<file path="src/rtl/page_range_reserve_allocator_core_macros.svh">
// ----------------------------------------------------------------------------
// page range reserve allocator assertion macros
// concurrent assertion wrappers, compiled out when ASSERT_OFF is defined
// ----------------------------------------------------------------------------
`ifndef PAGE_RANGE_RESERVE_ALLOCATOR_CORE_MACROS_SVH
`define PAGE_RANGE_RESERVE_ALLOCATOR_CORE_MACROS_SVH

`ifndef ASSERT_OFF
// clocked check, held off while reset is low
`define PRRA_ASSERT_CLK(lbl, clk, rst_n, prop, msg) \
    lbl: assert property (@(posedge clk) disable iff (!rst_n) prop) else $error(msg);
// clocked check that also runs during reset
`define PRRA_ASSERT_NR(lbl, clk, prop, msg) \
    lbl: assert property (@(posedge clk) prop) else $error(msg);
`else
`define PRRA_ASSERT_CLK(lbl, clk, rst_n, prop, msg)
`define PRRA_ASSERT_NR(lbl, clk, prop, msg)
`endif

`endif

</file>
<file path="src/rtl/prra_pkg.sv">
// ----------------------------------------------------------------------------
// prra_pkg
// shared types, codes and defaults of the page range reserve allocator
// ----------------------------------------------------------------------------
`timescale 1ns / 1ps

package prra_pkg;

    // default sizing
    localparam int DEF_TABLE_DEPTH = 128;
    localparam int DEF_PAGE_BYTES  = 4096;

    // action codes
    localparam logic [1:0] ACT_RESERVE = 2'd0;
    localparam logic [1:0] ACT_QUERY   = 2'd1;
    localparam logic [1:0] ACT_ALLOC   = 2'd2;

    // configuration register indexes
    localparam logic [1:0] CFG_ALLOC_START = 2'd0;
    localparam logic [1:0] CFG_ALLOC_LIMIT = 2'd1;
    localparam logic [1:0] CFG_SEALED      = 2'd2;

    // error codes
    typedef enum logic [2:0] {
        ERR_OK        = 3'd0,
        ERR_BAD_RSV   = 3'd1,
        ERR_FULL      = 3'd2,
        ERR_BAD_ALLOC = 3'd3,
        ERR_OOM       = 3'd4
    } t_err;

    // input beat
    typedef struct packed {
        logic [1:0]  action;
        logic [63:0] start_address;
        logic [63:0] byte_count;
        logic        no_map_flag;
    } t_item;

    // result beat
    typedef struct packed {
        logic [2:0]  error_code;
        logic        overlap_hit;
        logic [63:0] block_address;
    } t_result;

    // datapath operations
    typedef enum logic [3:0] {
        OP_NONE,
        OP_LOAD,
        OP_SET_ERR,
        OP_REM_START,
        OP_APPLY_SIZE,
        OP_APPLY_HI,
        OP_APPLY_LO,
        OP_SCAN_INIT,
        OP_SCAN_RD,
        OP_SCAN_CK,
        OP_ALLOC_PREP,
        OP_ALLOC_COMMIT,
        OP_COPY_INIT,
        OP_COPY_RD,
        OP_COPY_WR,
        OP_FINAL_WR
    } t_op;

    // table walk flavors
    typedef enum logic [1:0] {
        SCAN_INSERT,
        SCAN_QUERY,
        SCAN_WALK
    } t_scan;

    // remainder unit operand select
    typedef enum logic [1:0] {
        REM_COUNT,
        REM_SUM,
        REM_LO
    } t_rsel;

    // controller to datapath
    typedef struct packed {
        t_op   op;
        logic  tsel;
        t_scan mode;
        t_rsel rsel;
        t_err  err;
    } t_cmd;

    // datapath to controller
    typedef struct packed {
        logic [1:0] action;
        logic       flag;
        logic       len_zero;
        logic       res_bad;
        logic       alloc_bad;
        logic       rem_busy;
        logic       scan_done;
        logic       oom;
        logic       full;
        logic       copy_done;
    } t_stat;

endpackage

</file>
<file path="src/rtl/prra_ctrl.sv">
// ----------------------------------------------------------------------------
// prra_ctrl
// controller: sequences reserve, query and alloc items over the datapath
// ----------------------------------------------------------------------------
`timescale 1ns / 1ps

module prra_ctrl (
    input  logic            i_clk,
    input  logic            i_rst_n,
    input  logic            i_start,
    input  prra_pkg::t_stat i_stat,
    output prra_pkg::t_cmd  o_cmd,
    output logic            o_busy,
    output logic            o_strobe
);

    typedef enum logic [22:0] {
        S_IDLE     = 23'd1 << 0,
        S_DISPATCH = 23'd1 << 1,
        S_REM_SZ   = 23'd1 << 2,
        S_W_INIT   = 23'd1 << 3,
        S_W_RD     = 23'd1 << 4,
        S_W_CK     = 23'd1 << 5,
        S_A_CHK    = 23'd1 << 6,
        S_RSV_CHK  = 23'd1 << 7,
        S_REM_HI   = 23'd1 << 8,
        S_LO_GO    = 23'd1 << 9,
        S_REM_LO   = 23'd1 << 10,
        S_I_INIT   = 23'd1 << 11,
        S_I_RD     = 23'd1 << 12,
        S_I_CK     = 23'd1 << 13,
        S_FULL_CHK = 23'd1 << 14,
        S_C_INIT   = 23'd1 << 15,
        S_C_RD     = 23'd1 << 16,
        S_C_WR     = 23'd1 << 17,
        S_C_FIN    = 23'd1 << 18,
        S_A_COMMIT = 23'd1 << 19,
        S_Q_RD     = 23'd1 << 20,
        S_Q_CK     = 23'd1 << 21,
        S_DONE     = 23'd1 << 22
    } t_state;

    t_state r_state, n_state;
    logic   r_tsel, n_tsel;

    // state and table select
    always_ff @(posedge i_clk) begin
        if (!i_rst_n) begin
            r_state <= S_IDLE;
            r_tsel  <= 1'b0;
        end else begin
            r_state <= n_state;
            r_tsel  <= n_tsel;
        end
    end

    // next state and datapath command
    always_comb begin
        n_state    = r_state;
        n_tsel     = r_tsel;
        o_cmd.op   = prra_pkg::OP_NONE;
        o_cmd.tsel = r_tsel;
        o_cmd.mode = prra_pkg::SCAN_INSERT;
        o_cmd.rsel = prra_pkg::REM_SUM;
        o_cmd.err  = prra_pkg::ERR_OK;
        unique case (r_state)
            S_IDLE: begin
                if (i_start) begin
                    o_cmd.op = prra_pkg::OP_LOAD;
                    n_state  = S_DISPATCH;
                end
            end
            S_DISPATCH: begin
                unique case (i_stat.action)
                    prra_pkg::ACT_RESERVE: n_state = S_RSV_CHK;
                    prra_pkg::ACT_QUERY: begin
                        o_cmd.op   = prra_pkg::OP_SCAN_INIT;
                        o_cmd.mode = prra_pkg::SCAN_QUERY;
                        n_tsel     = i_stat.flag;
                        n_state    = S_Q_RD;
                    end
                    prra_pkg::ACT_ALLOC: begin
                        n_tsel = 1'b0;
                        if (i_stat.alloc_bad) begin
                            o_cmd.op  = prra_pkg::OP_SET_ERR;
                            o_cmd.err = prra_pkg::ERR_BAD_ALLOC;
                            n_state   = S_DONE;
                        end else begin
                            o_cmd.op   = prra_pkg::OP_REM_START;
                            o_cmd.rsel = prra_pkg::REM_COUNT;
                            n_state    = S_REM_SZ;
                        end
                    end
                    default: n_state = S_DONE;
                endcase
            end
            S_REM_SZ: begin
                if (!i_stat.rem_busy) begin
                    o_cmd.op = prra_pkg::OP_APPLY_SIZE;
                    n_state  = S_W_INIT;
                end
            end
            S_W_INIT: begin
                o_cmd.op   = prra_pkg::OP_SCAN_INIT;
                o_cmd.mode = prra_pkg::SCAN_WALK;
                n_state    = S_W_RD;
            end
            S_W_RD: begin
                o_cmd.op = prra_pkg::OP_SCAN_RD;
                n_state  = S_W_CK;
            end
            S_W_CK: begin
                o_cmd.op   = prra_pkg::OP_SCAN_CK;
                o_cmd.mode = prra_pkg::SCAN_WALK;
                n_state    = i_stat.scan_done ? S_A_CHK : S_W_RD;
            end
            S_A_CHK: begin
                if (i_stat.oom) begin
                    o_cmd.op  = prra_pkg::OP_SET_ERR;
                    o_cmd.err = prra_pkg::ERR_OOM;
                    n_state   = S_DONE;
                end else begin
                    o_cmd.op = prra_pkg::OP_ALLOC_PREP;
                    n_state  = S_RSV_CHK;
                end
            end
            S_RSV_CHK: begin
                priority if (i_stat.len_zero) begin
                    n_state = S_DONE;
                end else if (i_stat.res_bad) begin
                    o_cmd.op  = prra_pkg::OP_SET_ERR;
                    o_cmd.err = prra_pkg::ERR_BAD_RSV;
                    n_state   = S_DONE;
                end else begin
                    o_cmd.op   = prra_pkg::OP_REM_START;
                    o_cmd.rsel = prra_pkg::REM_SUM;
                    n_state    = S_REM_HI;
                end
            end
            S_REM_HI: begin
                if (!i_stat.rem_busy) begin
                    o_cmd.op = prra_pkg::OP_APPLY_HI;
                    n_state  = S_LO_GO;
                end
            end
            S_LO_GO: begin
                o_cmd.op   = prra_pkg::OP_REM_START;
                o_cmd.rsel = prra_pkg::REM_LO;
                n_tsel     = 1'b0;
                n_state    = S_REM_LO;
            end
            S_REM_LO: begin
                if (!i_stat.rem_busy) begin
                    o_cmd.op = prra_pkg::OP_APPLY_LO;
                    n_state  = S_I_INIT;
                end
            end
            S_I_INIT: begin
                o_cmd.op = prra_pkg::OP_SCAN_INIT;
                n_state  = S_I_RD;
            end
            S_I_RD: begin
                o_cmd.op = prra_pkg::OP_SCAN_RD;
                n_state  = S_I_CK;
            end
            S_I_CK: begin
                o_cmd.op = prra_pkg::OP_SCAN_CK;
                if (i_stat.scan_done) begin
                    if (!r_tsel && i_stat.flag) begin
                        n_tsel  = 1'b1;
                        n_state = S_I_INIT;
                    end else begin
                        n_state = S_FULL_CHK;
                    end
                end else begin
                    n_state = S_I_RD;
                end
            end
            S_FULL_CHK: begin
                n_tsel = 1'b0;
                if (i_stat.full) begin
                    o_cmd.op  = prra_pkg::OP_SET_ERR;
                    o_cmd.err = prra_pkg::ERR_FULL;
                    n_state   = S_DONE;
                end else begin
                    n_state = S_C_INIT;
                end
            end
            S_C_INIT: begin
                o_cmd.op = prra_pkg::OP_COPY_INIT;
                n_state  = S_C_RD;
            end
            S_C_RD: begin
                if (i_stat.copy_done) begin
                    n_state = S_C_FIN;
                end else begin
                    o_cmd.op = prra_pkg::OP_COPY_RD;
                    n_state  = S_C_WR;
                end
            end
            S_C_WR: begin
                o_cmd.op = prra_pkg::OP_COPY_WR;
                n_state  = S_C_RD;
            end
            S_C_FIN: begin
                o_cmd.op = prra_pkg::OP_FINAL_WR;
                if (!r_tsel && i_stat.flag) begin
                    n_tsel  = 1'b1;
                    n_state = S_C_INIT;
                end else if (i_stat.action == prra_pkg::ACT_ALLOC) begin
                    n_state = S_A_COMMIT;
                end else begin
                    n_state = S_DONE;
                end
            end
            S_A_COMMIT: begin
                o_cmd.op = prra_pkg::OP_ALLOC_COMMIT;
                n_state  = S_DONE;
            end
            S_Q_RD: begin
                o_cmd.op = prra_pkg::OP_SCAN_RD;
                n_state  = S_Q_CK;
            end
            S_Q_CK: begin
                o_cmd.op   = prra_pkg::OP_SCAN_CK;
                o_cmd.mode = prra_pkg::SCAN_QUERY;
                n_state    = i_stat.scan_done ? S_DONE : S_Q_RD;
            end
            S_DONE: begin
                n_state = S_IDLE;
            end
            default: begin
                n_state = S_IDLE;
            end
        endcase
    end

    assign o_busy   = (r_state != S_IDLE);
    assign o_strobe = (r_state == S_DONE);

endmodule

</file>
<file path="config.mk">
export PLATFORM = sky130hd
export DESIGN_NAME = prra_ctrl
export DESIGN_NICKNAME = d
export VERILOG_FILES = /design/src/rtl/page_range_reserve_allocator_core_macros.svh /design/src/rtl/prra_pkg.sv /design/src/rtl/prra_ctrl.sv
export SDC_FILE = /design/constraint.sdc
export NUM_CORES = 1
export LEC_CHECK = 0
export ABC_AREA = 1
export BUFFER_PORTS_ARGS = -buffer_cell sky130_fd_sc_hd__buf_2
export CORE_MARGIN = 3
export CORE_UTILIZATION = 35
export DETAILED_ROUTE_END_ITERATION = 12
export GPL_ROUTABILITY_DRIVEN = 0
export GPL_TIMING_DRIVEN = 0
export PLACE_DENSITY = 0.53
export SYNTH_ARGS = -nofsm -noshare
export SYNTH_HDL_FRONTEND = slang
export SYNTH_SLANG_ARGS = --single-unit
</file>
<file path="constraint.sdc">
create_clock -name i_clk -period 1.7 [get_ports i_clk]
set_clock_uncertainty 0.15 [all_clocks]
set_input_delay 0.17 -clock i_clk [delete_from_list [all_inputs] [get_ports i_clk]]
set_output_delay 0.17 -clock i_clk [all_outputs]
set_load 0.01 [all_outputs]
</file>
### After elaboration in Yosys (flattened, before gate mapping)

Index checks and enable logic that the tools add are counted.

| storage, ports and cells | value |
|---|---|
| flip-flop bits (word level) | 24 |

| operators by class | value |
|---|---|
| equality and inequality tests | 32 |
| muxes and demuxes | 45 |
| reductions and logical operators | 12 |

Operators with widths:

| operator | number |
|---|---|
| $pmux W23 S21 | 1 |
| $mux W23 | 13 |
| $pmux W23 S3 | 1 |
| $pmux W4 S17 | 1 |
| $eq A23 B1 Y1 const B | 1 |
| $eq A23 B10 Y1 const B | 1 |
| $eq A23 B11 Y1 const B | 1 |
| $eq A23 B12 Y1 const B | 1 |
| $eq A23 B13 Y1 const B | 1 |
| $eq A23 B14 Y1 const B | 1 |
| $eq A23 B15 Y1 const B | 1 |
| $eq A23 B16 Y1 const B | 1 |
| $eq A23 B17 Y1 const B | 1 |
| $eq A23 B18 Y1 const B | 1 |
| $eq A23 B19 Y1 const B | 1 |
| $eq A23 B2 Y1 const B | 1 |
| $eq A23 B20 Y1 const B | 1 |
| $eq A23 B21 Y1 const B | 1 |
| $eq A23 B22 Y1 const B | 1 |
| $eq A23 B23 Y1 const B | 1 |
| $eq A23 B3 Y1 const B | 1 |
| $eq A23 B4 Y1 const B | 1 |
| $eq A23 B5 Y1 const B | 1 |
| $eq A23 B6 Y1 const B | 1 |
| 28 further kinds | 53 |

### Logic depth before layout (Yosys ltp)

Gate-level depths: netlist of run 1.

| logic depth | value |
|---|---|
| word-level depth | 5 |
| depth in mapped cells | 13 |
| gate-level depth less buffers | 13 |

### Least setup slack after synthesis of run 1

No wires, ideal clock.

| path | value |
|---|---|
| path kind | flip-flop to flip-flop |
| from | register r_state[10] |
| to | register r_state[8] |
| library setup time | 114 ps |
| arrival | 1393 ps |
| data required time | 1436 ps |
| path slack | 43 ps |
| stages on the path, launching flop included | 12 |
| path buffers | 0 |
| clock period less this slack | 1657 ps |
| cells stage by stage | dfxtp_1 > nor2_2 > nand2_4 > nor2_8 > nand2_4 > clkinv_2 > nand2_2 > or2_4 > nand2_4 > nand2_1 > nand2_1 > nor2_1 |

| between the ends | value |
|---|---|
| word-level cells in the longest chain between the ends | 3 |
| elaborated cells between the ends (all ways) | 29 |
| classes of those cells | eq/ne: 26; mux: 1; reduce/logical: 2 |

Ends and longest elaborated chain:

| what | RTL line | source |
|---|---|---|
| start: declaration | prra_ctrl.sv:43 | `t_state r_state, n_state;` |
| start signal: assignment | prra_ctrl.sv:52 | `r_state <= n_state;` |
| $eq A23 B18 Y1, or another cell as far along | prra_ctrl.sv:66 | `unique case (r_state)` |
| $reduce_or A2 Y1 (no source line) / $ne A2 B2 Y1 (equally long branches) | -- |  |
| $pmux W23 S21 / $reduce_and A4 Y1 (equally long branches) | -- |  |

Several ways; a longest one is shown, not always the timed one.
A chain may end at the register's enable or synchronous reset.

==> results of run 1 <==
==> placed cells by master, fill, tap and decap left out, drive strengths merged <==
master	count
buf	79
nor2	75
nand2	59
inv	40
nand3	36
dfxtp	24
o21ai	10
nand4	8
a21oi	8
nor3	7
ha	4
clkbuf	3
o21a	2
nor4	2
clkinv	1
nor2b	1
nand3b	1
nor3b	1
a31oi	1
or2	1
o22ai	1
==> routing by layer <==
metal | routed length, um | up-vias | GRT usage [%]
li1 | - | 1072 | -
met1 | 2740 | 1002 | 27.0
met2 | 2970 | 56 | 35.1
met3 | 240 | 6 | 2.00
met4 | 68 | 0 | 4.71
met5 | 0 | - | 0
==> critical path, delay by kind of cell, from the launching register on <==
family | cells | cell delay, ps
buffers and inverters | 2 | 290
flip-flops | 1 | 340
AND/OR/NAND/NOR | 7 | 860
==> metrics by stage <==
step | cell area, sq um | hold WS [ps] | setup TNS, ps
detailed placement | 1980 | 287 | -3650
global placement | 1980 | 302 | -4310
CTS | 2690 | 16.1 | -4740
global route | 2890 | 9.70 | -8580
finish | 2890 | 8.65 | -5950
floorplan | 1760 | 105 | 0
==> state kept, by name, summed over array words and instances, names as in the netlist <==
name     count
r_state     23
r_tsel       1
==> final cells by class <==
cell class	count	share of cell area, %
Buffer	2	0.390
Clock buffer	3	1.43
Inverter	41	5.93
Multi-Input combinational cell	217	51.3
Sequential cell	24	17.8
Tap cell	67	2.90
Timing Repair Buffer	77	20.3
==> timing repair <==
item                       CTS  global route
buffers inserted            40            10
setup endpoints to repair   28            29
pin swaps                   36            22
resized for setup          105            36
==> power by group <==
group	switching [mW]	internal, mW
Sequential	0.0141	0.575
Clock	0.178	0.158
Combinational	0.395	0.299
==> path summary, 6_finish.rpt <==
path | from | depth (start not counted) | slack (ps) | to
max | r_state[20] | 9 | -370 | o_cmd[8]
min | i_rst_n | 2 | 9 | r_state[0]
max reg2reg | r_state[20] | 13 | -320 | r_state[8]
min reg2reg | r_state[2] | 2 | 360 | r_state[2]
==> cell families (layout without fill, tap and decap cells) <==
group / Yosys count / in the layout / share of synthesized area, %
simple gates: 191 / 191 / 53.3
buf+inv: 43 / 123 / 9.46
flops: 24 / 24 / 27.3
compound gates: 22 / 22 / 7.11
fa+ha+maj: 4 / 4 / 2.85
==> impl_table.tex, run 1 <==
\begin{tabular}{lr}
\hline
Metric & Value \\
\hline
\multicolumn{2}{l}{\textbf{Clock tree}} \\
\quad CTS H-tree depth & 1 \\
\quad Master cell of the clock root buffer & sky130\_fd\_sc\_hd\_\_clkbuf\_8 \\
\quad CTS tree & done \\
\quad Number of buffers inserted by hold repair at cts & 0 \\
\quad Worst skew pair latency & around 260 ps \\
\quad Number of buffers between clock root and the deepest sink & 2 \\
\quad Number of clock sinks seen by CTS & 24 \\
\quad Post-CTS clock slew at the launch and capture registers of the worst setup and hold paths & approximately 90 ps \\
\quad Number of buffers inserted during clock tree synthesis & 3 \\
\multicolumn{2}{l}{\textbf{Cells and area}} \\
\quad Sequential Area & a little over 500 sq um \\
\quad Fraction of layout instances using a drive strength above 1 & between 50\% and 60\% \\
\quad Layout overhead on the synthesized area & 64.2\% \\
\quad Final cell count without fillers & $\sim$430 \\
\quad Number of diodes & 0 \\
\quad Final core utilization & between 60\% and 70\% \\
\quad Multi-input logic area & around 1500 sq um \\
\quad Number of fill cells in the layout & 436 \\
\quad Layout Nets & roughly 380 \\
\multicolumn{2}{l}{\textbf{Worst setup path}} \\
\quad Required time worst endpoint & 1380 ps \\
\quad Arrival time at the worst endpoint & 1750 ps \\
\quad Cell-by-cell listing of the critical path & nor2\_4 -> nand2\_2 -> nor2\_4 -> nand2\_4 -> buf\_4 -> nor2b\_4 -> nand3\_1 -> nand4\_1 -> buf\_2 \\
\quad Top fanout value on the critical path & 4 \\
\quad Cell at the slowest stage of the critical path & sky130\_fd\_sc\_hd\_\_dfxtp\_2 \\
\quad Critical path launch point type & register \\
\quad Max incr delay on CP & around 340 ps \\
\quad Top cell by count, worst path & sky130\_fd\_sc\_hd\_\_nor2\_4 \\
\quad Critical Setup Path Class & register to primary output \\
\quad Endpoint type of the worst setup path & primary output \\
\multicolumn{2}{l}{\textbf{Route}} \\
\quad Routed length per placed instance & around 14 um \\
\quad WL final & around 6000 um \\
\quad Post-detailed-route via-to-cell ratio & approximately 5.0 \\
\quad Initial drt markers & around 110 \\
\quad Vias after detailed routing & roughly 2100 \\
\quad Drc violations & 0 \\
\quad Detailed-routing iteration count for the pre-antenna-repair pass & 6 \\
\quad Post-DRT Antenna Nets & 0 \\
\multicolumn{2}{l}{\textbf{Synthesis}} \\
\quad \#FFs+latches synth & 24 \\
\quad Post-Synthesis Net Count & around 300 \\
\quad Synthesized netlist cell count & $\sim$280 \\
\quad Most numerous cell in the Yosys netlist & sky130\_fd\_sc\_hd\_\_nor2\_1 \\
\quad Netlist Area Pre-Place & 1760 sq um \\
\quad Most area-consuming cells after synthesis & sky130\_fd\_sc\_hd\_\_dfxtp\_1, sky130\_fd\_sc\_hd\_\_nor2\_1, sky130\_fd\_sc\_hd\_\_nand2\_1 \\
\quad Sequential fraction of the synthesis area & 27.3\% \\
\quad Synth Area per Inst & 6.19 sq um \\
\quad Largest area contributor in the synthesized netlist & sky130\_fd\_sc\_hd\_\_dfxtp\_1 \\
\quad Fraction of registers with async set or reset after synthesis & 0\% \\
\quad Distinct cell type count of the synthesized netlist & 30 \\
\quad Top-area cell type share of the netlist area & between 20\% and 30\% \\
\quad Post-synth EDFFs & 0 \\
\quad Top FF cell, synth & sky130\_fd\_sc\_hd\_\_dfxtp\_1 \\
\quad Most used standard cells in the synthesized netlist & sky130\_fd\_sc\_hd\_\_nor2\_1, sky130\_fd\_sc\_hd\_\_nand2\_1, sky130\_fd\_sc\_hd\_\_inv\_1 \\
\quad Number of warnings printed during yosys synthesis & 0 \\
\multicolumn{2}{l}{\textbf{Outcome}} \\
\quad Run status & complete, but fails checks \\
\quad Violations in the final reports & setup timing \\
\multicolumn{2}{l}{\textbf{Floorplan}} \\
\quad Top Ports & 28 \\
\quad Die Width & just under 80 um \\
\quad Effective utilization at floorplan & around 37\% \\
\quad Core footprint & 4790 sq um \\
\quad Die span in y & 76.9 um \\
\quad Die ar. & between 5000 and 6000 sq um \\
\quad Placement Rows & 25 \\
\multicolumn{2}{l}{\textbf{Placement}} \\
\quad Half-perimeter wire length after placement & just over 4000 um \\
\quad DP Worst Slack & -262 ps \\
\quad Port bufs & 27 \\
\quad Number of cells after detailed placement & between 300 and 400 \\
\multicolumn{2}{l}{\textbf{Timing}} \\
\quad Min Clock Period, post-route & about 2100 ps \\
\quad RSZ-0062 raised after global routing & yes \\
\quad Portion of the clock cycle consumed by the worst path in the final layout & 122\% \\
\quad Relative slew slack & a little over 60\% \\
\quad Number of slew-limit violations in the final report & 0 \\
\quad Pin slew with the least headroom to its limit & 569 ps \\
\quad Final hold violation count & 0 \\
\quad \# setup viols final & 27 \\
\quad Max Clock Freq & around 480 MHz \\
\quad Post-route setup slack & -374 ps \\
\multicolumn{2}{l}{\textbf{Power and ir drop}} \\
\quad Leakage dissipation & 1.41 nW \\
\quad Power per unit of standard cell area & $\sim$560 nW/um\^{}2 \\
\quad IR Drop Worst-Case VDD & about 0.00039 V \\
\quad Power Total & $\sim$1.6 mW \\
\multicolumn{2}{l}{\textbf{Global routing}} \\
\quad Gr usage total & between 20\% and 30\% \\
\quad Number of antenna violations at the first check in global routing & 0 \\
\quad Maximum number of pins on one net before global-route repair & 13 \\
\quad First-pass GRT wire length & 9800 um \\
\quad Via count of the first global-routing pass & approximately 2100 \\
\quad Remaining global-route overflow & 0 \\
\multicolumn{2}{l}{\textbf{Flow run}} \\
\quad Reported max-cap violation count & 0 \\
\multicolumn{2}{l}{\textbf{Worst hold path}} \\
\quad Hold Crit Class & input pin to register \\
\hline
\end{tabular}
Note: power is estimated with default switching activity, not from simulation.
==> inputs of run 2 (changes only) <==
Settings changed: CORE_MARGIN 3 to not set.
==> run 2 against run 1 <==
Maximum frequency fell by 1.8%. Highest routed layer unchanged. Register-to-register slack better by 80 ps. Design area shrank 3.7%. Flip-flop and latch count unchanged. Largest power group unchanged. The run still ends with setup timing left. Cell count down 0.93%. Total power shrank 3.1%.
==> impl_table.tex, run 2 (synthesized netlist as in run 1, its figures left out) <==
\begin{tabular}{lr}
\hline
Metric & Value \\
\hline
\multicolumn{2}{l}{\textbf{Worst setup path}} \\
\quad Endpoint type of the worst setup path & primary output \\
\quad Required time worst endpoint & around 1400 ps \\
\quad Cell-by-cell listing of the critical path & nor2\_4 -> nand2\_4 -> nor2\_4 -> buf\_12 -> nand2\_4 -> nor2\_4 -> nand2\_1 -> nand3\_2 -> nor2\_1 -> nand4\_1 -> buf\_2 \\
\quad Top fanout value on the critical path & 8 \\
\quad Critical path's top delay family & simple AND/OR/NAND/NOR gates \\
\quad Cell at the slowest stage of the critical path & sky130\_fd\_sc\_hd\_\_dfxtp\_4 \\
\quad Top cell by count, worst path & sky130\_fd\_sc\_hd\_\_nor2\_4 \\
\quad Buf+Inv Stages, Crit Path & 2 \\
\quad Arrival time at the worst endpoint & $\sim$1800 ps \\
\quad Max incr delay on CP & $\sim$370 ps \\
\quad Critical Setup Path Class & register to primary output \\
\quad Critical path launch point type & register \\
\multicolumn{2}{l}{\textbf{Timing}} \\
\quad RSZ-0062 raised after global routing & yes \\
\quad Portion of the clock cycle consumed by the worst path in the final layout & 124\% \\
\quad Post-route setup slack & -413 ps \\
\quad Max Clock Freq & 473 MHz \\
\quad Min Clock Period, post-route & 2110 ps \\
\quad Final hold violation count & 0 \\
\quad Relative slew slack & $\sim$57\% \\
\quad Worst slack on hold paths & between 6 and 7 ps \\
\quad Number of slew-limit violations in the final report & 0 \\
\quad Pin slew with the least headroom to its limit & around 650 ps \\
\quad \# setup viols final & 27 \\
\multicolumn{2}{l}{\textbf{Route}} \\
\quad Routed length per placed instance & between 10 and 15 um \\
\quad Post-DRT Antenna Nets & 0 \\
\quad WL final & 5990 um \\
\quad Initial drt markers & around 110 \\
\quad Post-detailed-route via-to-cell ratio & between 5 and 6 \\
\quad Detailed-routing iteration count for the pre-antenna-repair pass & 4 \\
\quad Drc violations & 0 \\
\quad Vias after detailed routing & 2150 \\
\multicolumn{2}{l}{\textbf{Floorplan}} \\
\quad Core footprint & 4790 sq um \\
\quad Die ar. & $\sim$5300 sq um \\
\quad Placement Rows & 25 \\
\quad Die span in y & between 70 and 80 um \\
\quad Effective utilization at floorplan & a little under two fifths \\
\quad Top Ports & 28 \\
\quad Die Width & approximately 73 um \\
\multicolumn{2}{l}{\textbf{Clock tree}} \\
\quad Master cell of the clock root buffer & sky130\_fd\_sc\_hd\_\_clkbuf\_8 \\
\quad Worst skew pair latency & between 200 and 300 ps \\
\quad Number of clock sinks seen by CTS & 24 \\
\quad Post-CTS clock slew at the launch and capture registers of the worst setup and hold paths & roughly 90 ps \\
\quad Number of buffers between clock root and the deepest sink & 2 \\
\quad Number of buffers inserted during clock tree synthesis & 3 \\
\quad CTS H-tree depth & 1 \\
\quad Number of buffers inserted by hold repair at cts & 0 \\
\quad CTS tree & done \\
\multicolumn{2}{l}{\textbf{Global routing}} \\
\quad Remaining global-route overflow & 0 \\
\quad Busiest layer in global routing & met2 \\
\quad First-pass GRT wire length & about 9500 um \\
\quad Via count of the first global-routing pass & about 2100 \\
\quad Maximum number of pins on one net before global-route repair & 13 \\
\quad Fraction of met3 tracks used by global routing & between 2 and 3\% \\
\quad Gr usage total & between 20\% and 30\% \\
\quad Global-route track usage on met2 & about two fifths \\
\quad Number of antenna violations at the first check in global routing & 0 \\
\quad Met1 routing resource usage after global routing & a little under a third \\
\multicolumn{2}{l}{\textbf{Power and ir drop}} \\
\quad Leakage dissipation & approximately 1.4 nW \\
\quad IR Drop Worst-Case VDD & 0.000360 V \\
\quad Power per unit of standard cell area & about 560 nW/um\^{}2 \\
\multicolumn{2}{l}{\textbf{Worst hold path}} \\
\quad Hold Crit Class & input pin to register \\
\multicolumn{2}{l}{\textbf{Cells and area}} \\
\quad Final Instance Area & about 2800 sq um \\
\quad Number of diodes & 0 \\
\quad Fraction of layout instances using a drive strength above 1 & approximately half \\
\quad Largest register by flop count & r\_state \\
\quad Number of fill cells in the layout & between 400 and 500 \\
\quad Number of flip-flops in the largest register & 23 \\
\quad Registers with the most flip-flops & r\_state: 23 flops, r\_tsel: 1 flops \\
\quad Leading cell type in the layout, fill and taps excluded & sky130\_fd\_sc\_hd\_\_nor2\_1 \\
\quad Most frequent cells in the layout & sky130\_fd\_sc\_hd\_\_nor2\_1, sky130\_fd\_sc\_hd\_\_buf\_4, sky130\_fd\_sc\_hd\_\_nand2\_1, sky130\_fd\_sc\_hd\_\_inv\_1, sky130\_fd\_sc\_hd\_\_buf\_2 \\
\quad Layout Nets & 380 \\
\quad Final core utilization & 58.1\% \\
\quad Layout overhead on the synthesized area & 58.2\% \\
\multicolumn{2}{l}{\textbf{Placement}} \\
\quad Total placed instance area & a little under 2000 sq um \\
\quad Port bufs & 27 \\
\quad Half-perimeter wire length after placement & a little over 4000 um \\
\quad DP Worst Slack & -273 ps \\
\multicolumn{2}{l}{\textbf{Flow run}} \\
\quad Reported max-cap violation count & 0 \\
\multicolumn{2}{l}{\textbf{Outcome}} \\
\quad Run status & complete, but fails checks \\
\quad Violations in the final reports & setup timing \\
\hline
\end{tabular}
run 2: per-layer routing:
layer	wire, um	up-vias	share of wire (%)
met5	0	-	0
met4	145	0	2.4
met3	356	17	5.9
met2	2860	80	48
met1	2620	992	44
li1	-	1061	-
run 2: layout make-up:
class / instances / area (sq um) / share of cell area [%]
Sequential cell: 24 / 508 / 18.3
Inverter: 41 / 169 / 6.07
Tap cell: 67 / 83.8 / 3.01
Multi-Input combinational cell: 217 / 1420 / 51.2
Timing Repair Buffer: 73 / 546 / 19.6
Clock buffer: 3 / 41.3 / 1.48
Buffer: 2 / 11.3 / 0.405
run 2: timing repair:
action                                  in CTS  in global routing
endpoints found under the setup margin      28                 29
setup buffers                               37                 12
pin swaps                                   28                 23
resized for setup                           71                 47
run 2: path summary, 6_finish.rpt:
check	slack [ps]	cells after the start	endpoint	startpoint
hold / removal	7	2	r_state[0]	i_rst_n
hold reg to reg	350	2	r_state[10]	r_state[10]
setup reg to reg	-240	13	r_state[17]	r_state[6]
setup / recovery	-410	11	o_cmd[9]	r_state[6]
run 2: where the power goes:
part	switching (mW)	total (mW)	leakage (nW)	internal, mW
Sequential	0.0142	0.586	0.203	0.572
Combinational	0.370	0.639	1.19	0.269
Clock	0.185	0.344	0.0216	0.159
run 2: metrics by stage:
stage / power, mW / setup TNS, ps / std cells
detailed placement: 0.974 / -3680 / 378
global route: 1.65 / -8920 / 427
floorplan: 0.865 / 0 / 284
CTS: 1.46 / -4230 / 416
finish: 1.57 / -6170 / 427
global placement: 0.977 / -4290 / 378
==> inputs of run 3 (changes only) <==
Settings changed: TNS_END_PERCENT set to 10.
==> run 3 against run 2 <==
The flow still finishes with violations (setup timing). Non-clock buffer count fell by 15. Sequential power grew 0.9%. First-iteration DRC count fell by 16%. Die area is the same. Cell count shrank 3.5%. Critical path depth fell by 2. Clock-buffer cell count is the same. Sequential share of layout area increased by 1.9 points. Utilization is 6.6 points lower. Wire length decreased by 7.7%. Flip-flop and latch count stayed put. Critical path type unchanged. Largest cell class unchanged. Largest power group is now sequential cells.
==> impl_table.tex, run 3 (synthesized netlist as in run 1, its figures left out) <==
\begin{tabular}{lr}
\hline
Metric & Value \\
\hline
\multicolumn{2}{l}{\textbf{Outcome}} \\
\quad Run status & complete, but fails checks \\
\quad Violations in the final reports & setup timing \\
\multicolumn{2}{l}{\textbf{Cells and area}} \\
\quad Layout overhead on the synthesized area & 40.3\% \\
\quad Number of fill cells in the layout & just under 500 \\
\quad Leading cell type in the layout, fill and taps excluded & sky130\_fd\_sc\_hd\_\_nor2\_1 \\
\quad Registers with the most flip-flops & r\_state: 23 flops, r\_tsel: 1 flops \\
\quad Final cell count without fillers & between 400 and 500 \\
\quad Number of diodes & 0 \\
\quad Fraction of layout instances using a drive strength above 1 & 39.1\% \\
\quad Layout Nets & 365 \\
\quad Final Instance Area & approximately 2500 sq um \\
\quad Largest register by flop count & r\_state \\
\quad Number of flip-flops in the largest register & 23 \\
\quad Most frequent cells in the layout & sky130\_fd\_sc\_hd\_\_nor2\_1, sky130\_fd\_sc\_hd\_\_nand2\_1, sky130\_fd\_sc\_hd\_\_inv\_1, sky130\_fd\_sc\_hd\_\_buf\_4, sky130\_fd\_sc\_hd\_\_nand3\_1 \\
\quad Final core utilization & 51.6\% \\
\multicolumn{2}{l}{\textbf{Floorplan}} \\
\quad Die ar. & around 5300 sq um \\
\quad Core footprint & 4790 sq um \\
\quad Die span in y & 72.9 um \\
\quad Die Width & approximately 73 um \\
\quad Top Ports & 28 \\
\quad Placement Rows & 25 \\
\quad Effective utilization at floorplan & 36.8\% \\
\multicolumn{2}{l}{\textbf{Clock tree}} \\
\quad Number of buffers between clock root and the deepest sink & 2 \\
\quad CTS tree & done \\
\quad Worst skew pair latency & about 270 ps \\
\quad Number of buffers inserted during clock tree synthesis & 3 \\
\quad Post-CTS clock slew at the launch and capture registers of the worst setup and hold paths & $\sim$90 ps \\
\quad Master cell of the clock root buffer & sky130\_fd\_sc\_hd\_\_clkbuf\_8 \\
\quad CTS H-tree depth & 1 \\
\quad Number of clock sinks seen by CTS & 24 \\
\multicolumn{2}{l}{\textbf{Placement}} \\
\quad Port bufs & 27 \\
\quad Half-perimeter wire length after placement & about 4100 um \\
\quad Total placed instance area & between 1500 and 2000 sq um \\
\quad DP Worst Slack & -273 ps \\
\quad Number of cells after detailed placement & 378 \\
\multicolumn{2}{l}{\textbf{Route}} \\
\quad Vias after detailed routing & approximately 2000 \\
\quad Detailed-routing iteration count for the pre-antenna-repair pass & 6 \\
\quad Post-detailed-route via-to-cell ratio & 4.89 \\
\quad Routed length per placed instance & $\sim$13 um \\
\quad Post-DRT Antenna Nets & 0 \\
\quad Initial drt markers & between 90 and 100 \\
\quad WL final & roughly 5500 um \\
\quad Drc violations & 0 \\
\multicolumn{2}{l}{\textbf{Worst setup path}} \\
\quad R2R setup slack & -210 ps \\
\quad Required time worst endpoint & between 1000 and 1500 ps \\
\quad Critical path launch point type & register \\
\quad Arrival time at the worst endpoint & 1860 ps \\
\quad Launch point of the worst path & r\_state[7] \\
\quad Reg-to-Reg Start & r\_state[7] \\
\quad Top fanout value on the critical path & 7 \\
\quad Critical Setup Path Class & register to primary output \\
\quad Endpoint type of the worst setup path & primary output \\
\multicolumn{2}{l}{\textbf{Power and ir drop}} \\
\quad Sequential Power Share & around 40\% \\
\quad Power Total & around 1.5 mW \\
\quad Net switching power & a little over 500 uW \\
\quad Relative contribution of the clock network to total power & 23.6\% \\
\quad Internal power contribution & roughly 950 uW \\
\quad Switching Share & a little over a third \\
\quad Combinational power share & between 30\% and 40\% \\
\quad Power per unit of standard cell area & between 500 and 600 nW/um\^{}2 \\
\quad Leakage dissipation & roughly 1.3 nW \\
\quad IR Drop Worst-Case VDD & $\sim$0.00036 V \\
\multicolumn{2}{l}{\textbf{Timing}} \\
\quad \# setup viols final & 26 \\
\quad Portion of the clock cycle consumed by the worst path in the final layout & 128\% \\
\quad Fin Setup TNS & -5350 ps \\
\quad Max Clock Freq & about 460 MHz \\
\quad Relative slew slack & 59.3\% \\
\quad Number of slew-limit violations in the final report & 0 \\
\quad Post-route setup slack & -477 ps \\
\quad RSZ-0062 raised after global routing & yes \\
\quad Final hold violation count & 0 \\
\quad Min Clock Period, post-route & around 2200 ps \\
\quad Pin slew with the least headroom to its limit & approximately 610 ps \\
\quad Worst slack on hold paths & approximately 24 ps \\
\multicolumn{2}{l}{\textbf{Flow run}} \\
\quad Reported max-cap violation count & 0 \\
\multicolumn{2}{l}{\textbf{Worst hold path}} \\
\quad Hold Crit Class & input pin to register \\
\quad Min-Delay Startpoint & i\_rst\_n \\
\multicolumn{2}{l}{\textbf{Global routing}} \\
\quad Gr usage total & a little under a quarter \\
\quad Via count of the first global-routing pass & just over 2000 \\
\quad Maximum number of pins on one net before global-route repair & 13 \\
\quad Number of antenna violations at the first check in global routing & 0 \\
\quad First-pass GRT wire length & between 9000 and 10000 um \\
\quad Remaining global-route overflow & 0 \\
\hline
\end{tabular}
## run 3: routing by layer
| layer | track usage (%) | part of all wire, % | vias up |
|---|---|---|---|
| met5 | 0 | 0 | - |
| met4 | 8.93 | 1.1 | 0 |
| met3 | 2.62 | 5.3 | 6 |
| met2 | 39.0 | 47 | 57 |
| met1 | 29.6 | 46 | 917 |
| li1 | - | - | 1033 |
## run 3: final timing paths
check             cells past startpoint           to
hold / removal                        2   r_state[0]
hold reg to reg                       2  r_state[10]
setup reg to reg                     11       r_tsel
setup / recovery                      9    o_cmd[10]
## run 3: cell type report
class / instances / area, sq um / share of cell area (%)
clock buffers: 3 / 41.3 / 1.67
multi-input cells: 217 / 1280 / 52.0
flip-flops and latches: 24 / 497 / 20.1
well taps: 67 / 83.8 / 3.40
repair buffers: 58 / 388 / 15.7
plain buffers: 2 / 11.3 / 0.456
inverters: 41 / 164 / 6.64
## run 3: power groups by stage
stage                     registers, mW  clock network (mW)  logic, mW
after floorplan                   0.598                   0      0.267
after global routing              0.593               0.373      0.581
after CTS                         0.590               0.346      0.496
after global placement            0.599                   0      0.378
final                             0.591               0.346      0.529
after detailed placement          0.599                   0      0.375
## run 3: timing repair
action / CTS / global route
setup endpoints to repair: 28 / 28
setup buffers: 30 / 1
gates resized for setup: 51 / 12
pin swaps: 25 / 2
hold buffers: 0 / 0
## run 3: critical path, cell delays in order, from the launching register on
cell and delay [ps]:
sky130_fd_sc_hd__dfxtp_2 350, sky130_fd_sc_hd__nor2_4 150, sky130_fd_sc_hd__nand2_4 90, sky130_fd_sc_hd__nor2_4 220, sky130_fd_sc_hd__buf_4 160, sky130_fd_sc_hd__nand3_1 170, sky130_fd_sc_hd__inv_1 130, sky130_fd_sc_hd__nor2_1 60
sky130_fd_sc_hd__nand4_1 100, sky130_fd_sc_hd__buf_2 140
